`src/sv/gpr_pkg.sv`:
```
`timescale 1ns / 1ps
// ----------------------------------------------------------------------------
// GPIO port register package
// Register codes, access codes, lock sequence states and the bit-spreading
// helpers that are shared by the GPIO port register block.
// ----------------------------------------------------------------------------
package gpr_pkg;

  typedef enum logic {
    CmdRead  = 1'b0,
    CmdWrite = 1'b1
  } cmd_e;

  typedef enum logic [3:0] {
    RegMode  = 4'd0,
    RegOtype = 4'd1,
    RegSpeed = 4'd2,
    RegPull  = 4'd3,
    RegIdr   = 4'd4,
    RegOdr   = 4'd5,
    RegBsrr  = 4'd6,
    RegLock  = 4'd7,
    RegAfl   = 4'd8,
    RegAfh   = 4'd9
  } reg_index_e;

  typedef enum logic [1:0] {
    LockIdle    = 2'd0,
    LockArmed   = 2'd1,
    LockCleared = 2'd2
  } lock_step_e;

  // A write request to the lock register.
  typedef struct packed {
    logic        wr;
    logic        key;
    logic [15:0] mask;
  } lock_req_t;

  // Lock state as seen by the register file.
  typedef struct packed {
    logic        key;
    logic        key_next;
    logic [15:0] mask;
  } lock_status_t;

  // Widen each pin bit to a 2-bit field.
  function automatic logic [31:0] spread2(logic [15:0] bits);
    logic [31:0] r;
    r = '0;
    for (int i = 0; i < 16; i++) begin
      r[2*i +: 2] = {2{bits[i]}};
    end
    return r;
  endfunction

  // Widen each of eight pin bits to a 4-bit field.
  function automatic logic [31:0] spread4(logic [7:0] bits);
    logic [31:0] r;
    r = '0;
    for (int i = 0; i < 8; i++) begin
      r[4*i +: 4] = {4{bits[i]}};
    end
    return r;
  endfunction

  // Update a register, keeping frozen bits and forcing absent pins to zero.
  function automatic logic [31:0] merge(logic [31:0] old, logic [31:0] data,
                                        logic [31:0] valid, logic [31:0] frozen);
    return ((old & frozen) | (data & valid & ~frozen)) & valid;
  endfunction

endpackage

```
`src/sv/gpr_lock.sv`:
```
`timescale 1ns / 1ps
// ----------------------------------------------------------------------------
// GPIO lock sequencer
// Tracks the 1, 0, 1 key sequence on the lock register and holds the lock
// mask and the lock key.
// ----------------------------------------------------------------------------
module gpr_lock import gpr_pkg::*; (
  input  logic         clk_i,
  input  logic         rst_ni,
  input  lock_req_t    req_i,
  output lock_status_t status_o
);

  lock_step_e  step_q, step_d;
  logic        key_q, key_d;
  logic [15:0] mask_q, mask_d;
  logic        same;

  assign same = (req_i.mask == mask_q);

  // Next sequence step.
  always_comb begin
    step_d = step_q;
    if (req_i.wr && !key_q) begin
      unique case (step_q)
        LockArmed: begin
          if (!req_i.key && same) step_d = LockCleared;
          else                    step_d = req_i.key ? LockArmed : LockIdle;
        end
        LockCleared: begin
          if (req_i.key && same) step_d = LockIdle;
          else                   step_d = req_i.key ? LockArmed : LockIdle;
        end
        default: begin
          step_d = req_i.key ? LockArmed : LockIdle;
        end
      endcase
    end
  end

  // Key and mask updates.
  always_comb begin
    key_d  = key_q;
    mask_d = mask_q;
    if (req_i.wr && !key_q) begin
      mask_d = req_i.mask;
      if (step_q == LockCleared && req_i.key && same) key_d = 1'b1;
    end
  end

  always_ff @(posedge clk_i or negedge rst_ni) begin
    if (!rst_ni) begin
      step_q <= LockIdle;
      key_q  <= 1'b0;
      mask_q <= '0;
    end else begin
      step_q <= step_d;
      key_q  <= key_d;
      mask_q <= mask_d;
    end
  end

  assign status_o.key      = key_q;
  assign status_o.key_next = key_d;
  assign status_o.mask     = mask_q;

  a_key_sticky : assert property (@(posedge clk_i) disable iff (!rst_ni)
    key_q |=> key_q) else $error("lock key cleared without reset");

  a_mask_frozen : assert property (@(posedge clk_i) disable iff (!rst_ni)
    key_q |=> $stable(mask_q)) else $error("lock mask changed while locked");

  a_step_idle_locked : assert property (@(posedge clk_i) disable iff (!rst_ni)
    key_q |-> step_q == LockIdle) else $error("lock sequence running while locked");

  a_key_needs_seq : assert property (@(posedge clk_i) disable iff (!rst_ni)
    $rose(key_q) |-> $past(step_q) == LockCleared)
    else $error("lock key set outside of the key sequence");

endmodule

```
`src/sv/gpr_regfile.sv`:
```
`timescale 1ns / 1ps
// ----------------------------------------------------------------------------
// GPIO register file
// Holds the configuration and output data registers, applies one access per
// cycle and forms the read data.
// ----------------------------------------------------------------------------
module gpr_regfile import gpr_pkg::*; #(
  parameter int unsigned PIN_COUNT = 16
) (
  input  logic         clk_i,
  input  logic         rst_ni,
  input  logic         exec_i,
  input  logic         command_i,
  input  logic [3:0]   reg_index_i,
  input  logic [31:0]  write_data_i,
  input  logic [15:0]  pin_levels_i,
  input  lock_status_t lock_i,
  output lock_req_t    lock_req_o,
  output logic [31:0]  read_data_o,
  output logic [15:0]  output_next_o
);

  localparam logic [16:0] PinsWide = (17'd1 << PIN_COUNT) - 17'd1;
  localparam logic [15:0] Pins     = PinsWide[15:0];

  logic [31:0] mode_q, mode_d;
  logic [15:0] otype_q, otype_d;
  logic [31:0] speed_q, speed_d;
  logic [31:0] pull_q, pull_d;
  logic [15:0] odr_q, odr_d;
  logic [31:0] afl_q, afl_d;
  logic [31:0] afh_q, afh_d;

  logic [15:0] frozen;
  logic        is_write;
  reg_index_e  idx;

  assign frozen   = lock_i.key ? lock_i.mask : '0;
  assign is_write = (cmd_e'(command_i) == CmdWrite);
  assign idx      = reg_index_e'(reg_index_i);

  always_comb begin
    mode_d  = mode_q;
    otype_d = otype_q;
    speed_d = speed_q;
    pull_d  = pull_q;
    odr_d   = odr_q;
    afl_d   = afl_q;
    afh_d   = afh_q;
    lock_req_o.wr   = 1'b0;
    lock_req_o.key  = write_data_i[16];
    lock_req_o.mask = write_data_i[15:0] & Pins;
    if (exec_i && is_write) begin
      unique case (idx)
        RegMode:  mode_d  = merge(mode_q, write_data_i, spread2(Pins), spread2(frozen));
        RegOtype: otype_d = 16'(merge({16'd0, otype_q}, write_data_i, {16'd0, Pins},
                                      {16'd0, frozen}));
        RegSpeed: speed_d = merge(speed_q, write_data_i, spread2(Pins), spread2(frozen));
        RegPull:  pull_d  = merge(pull_q, write_data_i, spread2(Pins), spread2(frozen));
        RegOdr:   odr_d   = write_data_i[15:0] & Pins;
        // Set bits win over clear bits.
        RegBsrr:  odr_d   = ((odr_q & ~write_data_i[31:16]) | write_data_i[15:0]) & Pins;
        RegLock:  lock_req_o.wr = 1'b1;
        RegAfl:   afl_d   = merge(afl_q, write_data_i, spread4(Pins[7:0]),
                                  spread4(frozen[7:0]));
        RegAfh:   afh_d   = merge(afh_q, write_data_i, spread4(Pins[15:8]),
                                  spread4(frozen[15:8]));
        default: ;
      endcase
    end
  end

  always_comb begin
    read_data_o = '0;
    if (!is_write) begin
      unique case (idx)
        RegMode:  read_data_o = mode_q;
        RegOtype: read_data_o = {16'd0, otype_q};
        RegSpeed: read_data_o = speed_q;
        RegPull:  read_data_o = pull_q;
        RegIdr:   read_data_o = {16'd0, pin_levels_i & Pins};
        RegOdr:   read_data_o = {16'd0, odr_q};
        RegLock:  read_data_o = {15'd0, lock_i.key, lock_i.mask};
        RegAfl:   read_data_o = afl_q;
        RegAfh:   read_data_o = afh_q;
        default:  read_data_o = '0;
      endcase
    end
  end

  assign output_next_o = odr_d;

  always_ff @(posedge clk_i or negedge rst_ni) begin
    if (!rst_ni) begin
      mode_q  <= '0;
      otype_q <= '0;
      speed_q <= '0;
      pull_q  <= '0;
      odr_q   <= '0;
      afl_q   <= '0;
      afh_q   <= '0;
    end else begin
      mode_q  <= mode_d;
      otype_q <= otype_d;
      speed_q <= speed_d;
      pull_q  <= pull_d;
      odr_q   <= odr_d;
      afl_q   <= afl_d;
      afh_q   <= afh_d;
    end
  end

endmodule

```
`src/sv/gpio_port_register_block.sv`:
```
`timescale 1ns / 1ps
// ----------------------------------------------------------------------------
// GPIO port register block
// Sixteen-pin GPIO port registers with atomic set/reset and a keyed
// configuration lock, driven by one register access request per cycle while responses flow.
// ----------------------------------------------------------------------------
// Each request is one register access (read or write) together with the
// sampled pin levels, and each request yields exactly one response carrying
// the read data, the output data latch after the access and the lock state.
// A request waits in the input register until the response register is free,
// is applied by the register file as it moves on, and then waits in the
// response register until taken; the block accepts a new request every cycle
// while responses keep flowing, so throughput is one request per cycle. Reads
// return zero for write-only and unknown registers, and writes to read-only
// or unknown registers are dropped. Writing 1, 0, 1 to bit 16 of the lock
// register with an unchanged mask activates the lock; after that the lock
// register ignores writes and the configuration fields of masked pins hold
// their values until reset. Pins at or above PIN_COUNT always read as zero.
// ----------------------------------------------------------------------------
module gpio_port_register_block import gpr_pkg::*; #(
  parameter int unsigned PIN_COUNT = 16
) (
  input  logic        clk_i,
  input  logic        rst_ni,
  input  logic        in_valid_i,
  output logic        in_stall_o,
  input  logic        command_i,
  input  logic [3:0]  reg_index_i,
  input  logic [31:0] write_data_i,
  input  logic [15:0] pin_levels_i,
  output logic        out_valid_o,
  input  logic        out_stall_i,
  output logic [31:0] read_data_o,
  output logic [15:0] output_levels_o,
  output logic        lock_active_o
);

  // Input register holding the accepted request.
  logic        in_valid_q, in_valid_d;
  logic        command_q;
  logic [3:0]  reg_index_q;
  logic [31:0] write_data_q;
  logic [15:0] pin_levels_q;

  // Response register.
  logic        out_valid_q, out_valid_d;
  logic [31:0] read_data_q;
  logic [15:0] output_levels_q;
  logic        lock_active_q;

  logic         out_free;
  logic         advance;
  logic         accept;
  logic [31:0]  read_data;
  logic [15:0]  output_next;
  lock_req_t    lock_req;
  lock_status_t lock_status;

  // The response slot frees up when empty or when its response is taken.
  assign out_free   = !out_valid_q || !out_stall_i;
  assign advance    = in_valid_q && out_free;
  assign in_stall_o = in_valid_q && !out_free;
  assign accept     = in_valid_i && !in_stall_o;

  always_comb begin
    in_valid_d = in_valid_q;
    if (accept)       in_valid_d = 1'b1;
    else if (advance) in_valid_d = 1'b0;
  end

  always_comb begin
    out_valid_d = out_valid_q;
    if (out_free) out_valid_d = advance;
  end

  always_ff @(posedge clk_i or negedge rst_ni) begin
    if (!rst_ni) begin
      in_valid_q  <= 1'b0;
      out_valid_q <= 1'b0;
    end else begin
      in_valid_q  <= in_valid_d;
      out_valid_q <= out_valid_d;
    end
  end

  always_ff @(posedge clk_i) begin
    if (accept) begin
      command_q    <= command_i;
      reg_index_q  <= reg_index_i;
      write_data_q <= write_data_i;
      pin_levels_q <= pin_levels_i;
    end
    if (advance) begin
      read_data_q     <= read_data;
      output_levels_q <= output_next;
      lock_active_q   <= lock_status.key_next;
    end
  end

  gpr_regfile #(
    .PIN_COUNT (PIN_COUNT)
  ) u_regfile (
    .clk_i         (clk_i),
    .rst_ni        (rst_ni),
    .exec_i        (advance),
    .command_i     (command_q),
    .reg_index_i   (reg_index_q),
    .write_data_i  (write_data_q),
    .pin_levels_i  (pin_levels_q),
    .lock_i        (lock_status),
    .lock_req_o    (lock_req),
    .read_data_o   (read_data),
    .output_next_o (output_next)
  );

  gpr_lock u_lock (
    .clk_i    (clk_i),
    .rst_ni   (rst_ni),
    .req_i    (lock_req),
    .status_o (lock_status)
  );

  assign out_valid_o     = out_valid_q;
  assign read_data_o     = read_data_q;
  assign output_levels_o = output_levels_q;
  assign lock_active_o   = lock_active_q;

  a_stall_needs_item : assert property (@(posedge clk_i) disable iff (!rst_ni)
    in_stall_o |-> in_valid_q && out_valid_q) else $error("stall without a held request");

  a_resp_held : assert property (@(posedge clk_i) disable iff (!rst_ni)
    out_valid_q && out_stall_i |=> out_valid_q && $stable(read_data_q))
    else $error("stalled response was lost or changed");

  a_lock_write_only_on_exec : assert property (@(posedge clk_i) disable iff (!rst_ni)
    lock_req.wr |-> advance) else $error("lock update without an executing request");

endmodule

```
`config.mk`:
```
export PLATFORM = sky130hd
export DESIGN_NAME = gpio_port_register_block
export DESIGN_NICKNAME = d
export VERILOG_FILES = /design/src/sv/gpr_pkg.sv /design/src/sv/gpr_lock.sv /design/src/sv/gpr_regfile.sv /design/src/sv/gpio_port_register_block.sv
export SDC_FILE = /design/constraint.sdc
export NUM_CORES = 1
export LEC_CHECK = 0
export ABC_AREA = 1
export ABC_CLOCK_PERIOD_IN_PS = 2850
export CORE_ASPECT_RATIO = 1.2
export CORE_UTILIZATION = 30
export CTS_CLUSTER_DIAMETER = 200
export DETAILED_ROUTE_END_ITERATION = 10
export DONT_BUFFER_PORTS = 1
export PLACE_DENSITY = 0.41
export SYNTH_ARGS = -nofsm -noshare
export SYNTH_HDL_FRONTEND = slang
export SYNTH_SLANG_ARGS = --single-unit
```
`constraint.sdc`:
```
create_clock -name clk_i -period 2.85 [get_ports clk_i]
set_clock_uncertainty 0.1 [all_clocks]
set_input_delay 0.57 -clock clk_i [delete_from_list [all_inputs] [get_ports clk_i]]
set_output_delay 0.57 -clock clk_i [all_outputs]
set_load 0.03 [all_outputs]
```
After elaboration in Yosys (flattened, before gate mapping)
Cells that the tools add are included.
{ "word_totals": {"reg_bits": 315, "word_cells": 92} }
{ "classes": {"eq_ne": 12, "n_mux": 14, "n_bitwise": 23, "reduce_logical": 24} }
{ "op_table": {"columns": ["op", "n"], "rows": [
  ["case mux 32 bit (9 select lines)", 1],
  ["bitwise AND 32 bit", 8],
  ["OR 32 bit", 5],
  ["NOT 32 bit", 3],
  ["bitwise AND 16 bit", 3],
  ["2-to-1 mux 16 bit", 2],
  ["NOT 16 bit", 2],
  ["OR 16 bit", 2],
  ["case mux 16 bit (2 select lines)", 1],
  ["== test 16 bit", 1],
  ["== test 4 x 3 -> 1 bit (second input constant)", 4],
  ["AND reduction 2 bit", 6],
  ["logical AND 1 bit", 9],
  ["== test 4 x 2 -> 1 bit (second input constant)", 2],
  ["== test 4 bit (second input constant)", 2],
  ["2-to-1 mux 1 bit", 7],
  ["zero test 1 bit", 6],
  ["== test 4 x 1 -> 1 bit (second input constant)", 1],
  ["zero test 4 bit", 1],
  ["2-to-1 mux 2 bit", 2],
  ["case mux 2 bit (2 select lines)", 1],
  ["== test 2 x 1 -> 1 bit (second input constant)", 1],
  ["== test 2 bit (second input constant)", 1],
  ["nonzero test 2 bit", 1],
  ["logical OR 1 bit", 1]
]} }

Logic depth before layout (Yosys ltp)
Gate-level depths: netlist of the first run.
{ "depth": {"ltp_word": 7, "depth_mapped": 9, "ltp_nobuf": 9} }

Hierarchy
Synthesis of the first run repeated with hierarchy kept, for this count alone.
{ "unflattened": {"cells_unflattened": 1573, "area_unflattened_um2": 13813.2} }
{ "modules_own_cells": {"columns": ["mod", "n_inst", "cells_each", "area_per_inst_um2", "seq_area_each_um2"], "rows": [
  ["gpr_regfile", 1, 1287, 9531.6, 4804.6],
  ["gpio_port_register_block", 1, 114, 3158.0, 3113.0],
  ["gpr_lock", 1, 172, 1123.6, 475.5]
]} }

Worst setup path after synthesis of the first run
OpenSTA, ideal clock, no wires.
{ "synth_timing": {"kind": "register to register", "startpoint": "register out_valid_q (netlist: out_valid_o)", "endpoint": "register with a tool-made name", "arrival_time_ns": 2.450, "setup_slack_ns": 0.171, "stages_incl_launch_ff": 8, "path_buffers": 1, "period_less_slack_ns": 2.679, "path_cell_list": "dfrtp_1 > a21oi_4 > nand2_4 > nor3_4 > buf_6 > nand2_1 > nand2_1 > o21ai_0"} }
{ "synth_rtl": {"columns": ["item", "line", "source"], "rows": [
  ["from (decl)", "gpio_port_register_block.sv:46", "logic out_valid_q, out_valid_d;"],
  ["from (signal assigned)", "gpio_port_register_block.sv:82", "out_valid_q <= out_valid_d;"]
]} }

Final worst setup path of the first run
{ "layout_timing": {"startpoint": "register out_valid_q (netlist: out_valid_o)", "endpoint": "output in_stall_o"} }
{ "layout_via": {"elab_chain_cells": 4} }
{ "layout_lines": {"columns": ["item", "line", "source"], "rows": [
  ["zero test 1 bit", "gpio_port_register_block.sv:60", "assign out_free = !out_valid_q || !out_stall_i;"],
  ["logical OR 1 bit", "gpio_port_register_block.sv:60", null],
  ["zero test 1 bit", "gpio_port_register_block.sv:62", "assign in_stall_o = in_valid_q && !out_free;"],
  ["logical AND 1 bit", "gpio_port_register_block.sv:62", null],
  ["to (decl)", "gpio_port_register_block.sv:26", "output logic in_stall_o,"]
]} }
No other way between the ends.

==> results.md, run 1 <==
- Dominant synthesized flop cell: dfrtp_1
- Final nets: between 1500 and 2000
- Part of the power in combinational logic: around 5.7%
- Min-delay worst type: in2async
- P_sw: ~2.7 mW
- Unrepaired setup endpoints after global routing: false
- Synth Instances: roughly 1400
- CP arrival: about 1.6 ns
- CTS Buf Count: 37
- Critical Path RT: roughly 2.2 ns
- Clock period minus worst slack: between 2 and 2.5 ns
- Initial antenna violation count: 0
- Slowest CP cell: dfrtp_1
- Biggest cell delay along the critical path: about 0.57 ns
- Die X-Extent: between 150 and 200 um
- Filler Cells Inserted: around 4400
- FF-to-FF setup slack: 0.71 ns
- FP Rows: between 80 and 90
- Share of cells above drive strength 1: under 10%
- Total Wirelength: between 40000 and 50000 um
- Worst-margin pin slew: between 0.8 and 0.9 ns
- Post-synth EDFFs: between 100 and 150
- RePlAce Congestion: between 0.7 and 0.8
- Hold Vio Cnt, Final: around 210
- Die height: ~230 um
- Vias in the first global route: ~9700
- Netlist cell types: 25
- Reg power frac: between 40% and 50%
- Buf+Inv Stages, Crit Path: 1
- Initial DRT Pass Iterations: 8
- Slew margin rel.: between 40 and 50%
- CTS tree: yes
- Failing checks: design-rule violations, negative hold slack
- H-tree depth: 2
- Worst setup path class: reg2out
- Syn. warnings: 0
- Diodes inserted: 0
- FF+latch count, synth: around 320
- Worst setup SP type: flop
- Net count after synthesis: 1446
- Mean Syn Cell Area: between 9 and 10 sq um
- Status: finished with violations
- CP Capture Type: output port
- Post-synth top area share: 40.8%
- Largest net degree at the start of global routing: about 210
- DRC violations left: 10
- R2R depth: 7
- Pwr dens: slightly below 700 nW/um^2
- DP HPWL: about 28000 um
- CP cell instances: nand2_1 -> nor2_1 -> buf_4
- Most frequent cell after synthesis: nand2_1
- Share of power burned in the clock network: between 40% and 50%
- Initial DRC count: between 700 and 800
- Fmax: about 450 MHz
- Clock Latency Late Sink: approximately 0.55 ns
- Setup TNS: 0 ns
- Hold slack: -0.388 ns
- First-pass GRT wire length: 62500 um
- Worst vdd ir: approximately 0.00036 V
- Core area: about 43000 sq um
- Int Power: ~8 mW
- CP Max Fanout: 3
- Switch share: 25.2%
- CP top delay family: flip-flops
- Top post-synthesis cells by area: dfrtp_1 (41%), edfxtp_1 (23%), nand2_1 (17%)
- Max-cap violations: 0
- Clock Sinks: 315
- Worst-path clk slew: 0.06 ns
- Layout area overhead: 19.7%
- Reg2reg start: out_valid_o
- Synth area leader: dfrtp_1
- Leakage: around 6.8 nW
- Sequential share of the synthesized area: 64.2%
- Vias/cell: about 4.8
- GRT overflow: 0
- GRT Util Overall: between 10% and 20%
- CTS Buffer Depth: 3
- Cts repair resizes: 0
- Synth cell count leaders: nand2_1 (579), dfrtp_1 (213), o21ai_0 (123), edfxtp_1 (102), inv_1 (74)
- Max Slew Vio Count: 0
- Final Setup Violations: 0
- DIE AREA: roughly 44000 sq um
- IO Count: roughly 110
- Final worst-path cycle share: between 70% and 80%
- Ys async rst share: a little under 70%
- Number of hold buffers added after CTS: 53
- Initial cell density of the core: between 30% and 40%
- Drt wl/cell: 20.2 um
- Vias: 9854
- Synthesized area: ~13000 sq um
- Antenna Nets Post-Route: 0
- Port-buffer cells: 0
- Clock root cell: clkbuf_16
[worst max path at each step]
stage,depth (start not counted),slack (ns),from,to
2_1_floorplan,7,0.17,out_valid_o,flop
3_3_place_gp,8,0.73,reg_index_q[2],read_data_o[6]
3_5_place_dp,7,0.66,out_valid_o,flop
4_1_cts,3,0.54,out_valid_o,in_stall_o
5_1_grt,3,0.48,out_valid_o,in_stall_o
6_report,3,0.62,out_valid_o,in_stall_o
[per-layer routing]
metal | GRT usage [%] | up-vias | share of wire, %
met1 | 25.7 | 4807 | 45
met2 | 32.1 | 215 | 48
li1 | - | 4780 | -
met5 | 0 | - | 0
met4 | 4.85 | 0 | 2.0
met3 | 3.62 | 52 | 4.4
[through the flow]
| step | instances | util, % | instance area [sq um] | power, mW | setup slack, ns |
|---|---|---|---|---|---|
| after global routing | 2060 | 36.5 | 15700 | 11.2 | 0.479 |
| after global placement | 1939 | 32.4 | 13900 | 5.97 | 0.730 |
| after CTS | 2060 | 36.5 | 15700 | 10.9 | 0.536 |
| after floorplan | 1387 | - | 13100 | 5.67 | 0.171 |
| final | 2060 | 36.5 | 15700 | 10.7 | 0.619 |
| after detailed placement | 1939 | 32.4 | 13900 | 5.98 | 0.656 |
[power groups by stage]
stage / Combinational, mW / Sequential (mW) / Clock (mW)
after floorplan: 0.317 / 5.35 / 0
after global placement: 0.560 / 5.41 / 0
after detailed placement: 0.562 / 5.41 / 0
after CTS: 0.626 / 5.33 / 4.96
after global routing: 0.665 / 5.35 / 5.14
final: 0.608 / 5.33 / 4.80
[timing repair]
action	4_1_cts	5_1_grt
buffers inserted	0	0
hold endpoints to repair	266	213
endpoints found under the setup margin	0	0
[layout make-up]
type	instances	area, sq um	share of cell area (%)
Clock buffer	59	1150	7.36
Sequential cell	315	8390	53.6
Inverter	76	285	1.82
Clock inverter	9	72.6	0.463
Tap cell	552	691	4.41
Timing Repair Buffer	89	851	5.43
Multi-Input combinational cell	960	4210	26.9
[layout by cell type (no fill, tap or decap), types with 11 or more instances in the layout]
master         netlist  routed
nand2_1            579     579
dfrtp_1            213     213
o21ai_0            123     123
edfxtp_1           102     102
inv_1               74      73
o21ai_1             70      70
a21oi_1             63      63
dlygate4sd3_1        0      53
clkbuf_16            0      40
nor2_1              38      33
buf_4                3      32
nand3_1             31      31
o22ai_1             17      17
a31oi_1             16      16
clkbuf_1             8      11
[logic make-up (layout without fill, tap and decap cells)]
| group | after synthesis | count (layout) | share of synthesized area (%) |
|---|---|---|---|
| buffers and inverters | 112 | 233 | 3.68 |
| AO/OA/AOI/OAI | 291 | 291 | 11.6 |
| adder cells (fa/ha/maj) | 2 | 2 | 0.191 |
| AND/OR/NAND/NOR | 667 | 667 | 20.4 |
| flip-flops | 315 | 315 | 64.2 |
Note: power is estimated with default switching activity, not from simulation.
==> inputs of run 2 (changes only) <==
ABC_CLOCK_PERIOD_IN_PS = 2200   (was 2850)
clock period = 2.2 ns   (was 2.85 ns; I/O delays follow)
==> run 2 against run 1 <==
  * The flow still finishes with violations (design-rule violations, negative hold slack)
  * Combinational power rose by 42%
  * Die area unchanged
  * Clock-buffer cell count decreased by 13
  * Cell count increased by 2.2%
==> results.md, run 2 (synthesis results as in run 1) <==
- Status: finished with violations
- Failing checks: design-rule violations, negative hold slack
- CP cell instances: buf_4 -> nand2_1 -> nor2_4
- Antenna Nets Post-Route: 0
- Max Slew Vio Count: 0
- Number of hold buffers added after CTS: between 50 and 60
- Share of power burned in the clock network: between 40% and 50%
- Multi-input logic area: 4240 sq um
- # placed instances: around 2000
- CP top delay family: flip-flops
- Worst vdd ir: between 0.0004 and 0.0005 V
- GRT overflow: 0
- Register area: between 8000 and 9000 sq um
- Drt wl/cell: 20.1 um
- Initial antenna violation count: 1
- Post-CTS setup buffer count: 0
- Biggest cell delay along the critical path: approximately 0.39 ns
- CP Max Fanout: 2
- Min-delay worst type: in2async
- Unrepaired setup endpoints after global routing: false
- Vias/cell: 4.72
- Die X-Extent: 193 um
- Final nets: between 1500 and 2000
- Most frequent cells in the layout: nand2_1 (570), dfrtp_1 (212), o21ai_0 (117), edfxtp_1 (102), o21ai_1 (76)
- Final worst-path cycle share: around 89%
- Port-buffer cells: 0
- Pwr dens: roughly 870 nW/um^2
- Post-Layout Inst Area: 16200 sq um
- Vias in the first global route: 9875
- Clock period minus worst slack: just under 2 ns
- RePlAce Congestion: 0.818
- CP arrival: approximately 1.4 ns
- Vias: 9928
- CTS Buf Count: 36
- Max-cap violations: 0
- Filler Cells Inserted: 4340
- Worst setup SP type: flop
- IO Count: around 110
- Worst-path clk slew: roughly 0.060 ns
- Initial DRC count: approximately 840
- Switch share: between 20 and 30%
- Initial cell density of the core: 30.5%
- DRC violations left: 14
- Slew margin rel.: 51.5%
- P_sw: roughly 3.5 mW
- Worst-margin pin slew: ~0.73 ns
- Leakage: 7.08 nW
- Int Power: 10.6 mW
- Core area: around 43000 sq um
- DP HPWL: 28900 um
- H-tree depth: 2
- GRT Util Overall: between 10% and 20%
- Layout area overhead: 23.9%
- Fmax: 509 MHz
- CTS Buffer Depth: 3
- Commonest non-fill, non-tap cell in the layout: nand2_1
- First-pass GRT wire length: 63600 um
- Critical Path RT: ~1.7 ns
- CTS tree: yes
- Total Wirelength: approximately 42000 um
- Post-Layout Cell Count: 2105
- Hold Vio Cnt, Final: 213
- Worst setup path class: reg2out
- Diodes inserted: 0
- Placed Area: roughly 14000 sq um
- Clock root cell: clkbuf_16
- Slowest CP cell: dfrtp_2
- Initial DRT Pass Iterations: 9
- DIE AREA: between 40000 and 50000 sq um
- Reg power frac: about half
- Buf+Inv Stages, Crit Path: 1
- Clock Sinks: 315
- Clock Latency Late Sink: around 0.55 ns
- Hold slack: -0.507 ns
- Part of the power in combinational logic: under 10%
- CP Capture Type: output port
- Largest net degree at the start of global routing: approximately 210
- Finished Core Util: a little under two fifths
- Share of cells above drive strength 1: 10.9%
- Cts repair resizes: 0
- Die height: 231 um
- FP Rows: 83
- Final Setup Violations: 0
[run 2: cell types whose count changed in the layout (fill, tap and decap cells not counted), moves of 6 or more]
cell	change
buf_12	+11
buf_4	+36
nand2_1	-9
nand2_2	+9
o21ai_0	-6
o21ai_1	+6
[run 2: power groups by stage]
stage | registers [mW] | logic [mW] | clock network [mW]
2_1_floorplan | 6.93 | 0.416 | 0
3_3_place_gp | 7.03 | 0.799 | 0
3_5_place_dp | 7.03 | 0.800 | 0
4_1_cts | 6.92 | 0.882 | 6.59
5_1_grt | 6.94 | 0.941 | 6.81
6_report | 6.91 | 0.863 | 6.38
[run 2: layout make-up]
class	instances	area share (%)
clock buffers	46	6.11
repair buffers	138	8.40
inverters	76	1.78
clock inverters	18	1.44
well taps	552	4.26
multi-input cells	960	26.2
flip-flops and latches	315	51.8
[run 2: path summary, 6_finish.rpt]
check                             from                          to  slack, ns  depth (start not counted)
setup / recovery           out_valid_o                  in_stall_o       0.23                          3
hold / removal                  rst_ni  asynchronous set/reset pin      -0.51                          0
setup reg to reg           out_valid_o                        flop       0.24                          7
hold reg to reg                   flop                        flop       0.38                          2
max in group asynchronous       rst_ni         u_regfile.odr_q[13]       1.89                          0
min in group clk_i         out_stall_i             read_data_o[11]       0.33                          2
[run 2: stage by stage]
stage / hold WS [ns] / setup TNS [ns] / power (mW) / worst slack [ns]
2_1_floorplan: 0.0444 / -76.98 / 7.35 / -0.388
4_1_cts: -0.540 / 0 / 14.4 / 0.199
6_report: -0.507 / 0 / 14.2 / 0.235
3_3_place_gp: 0.0594 / 0 / 7.83 / 0.244
5_1_grt: -0.540 / 0 / 14.7 / 0.0694
3_5_place_dp: 0.0610 / 0 / 7.83 / 0.246
[run 2: routing by layer]
metal	up-vias	GRT usage [%]	part of all wire, %
met5	-	0	0.024
met2	184	32.1	48
met1	4812	26.9	46
li1	4881	-	-
met3	49	3.65	4.2
met4	2	4.77	1.7
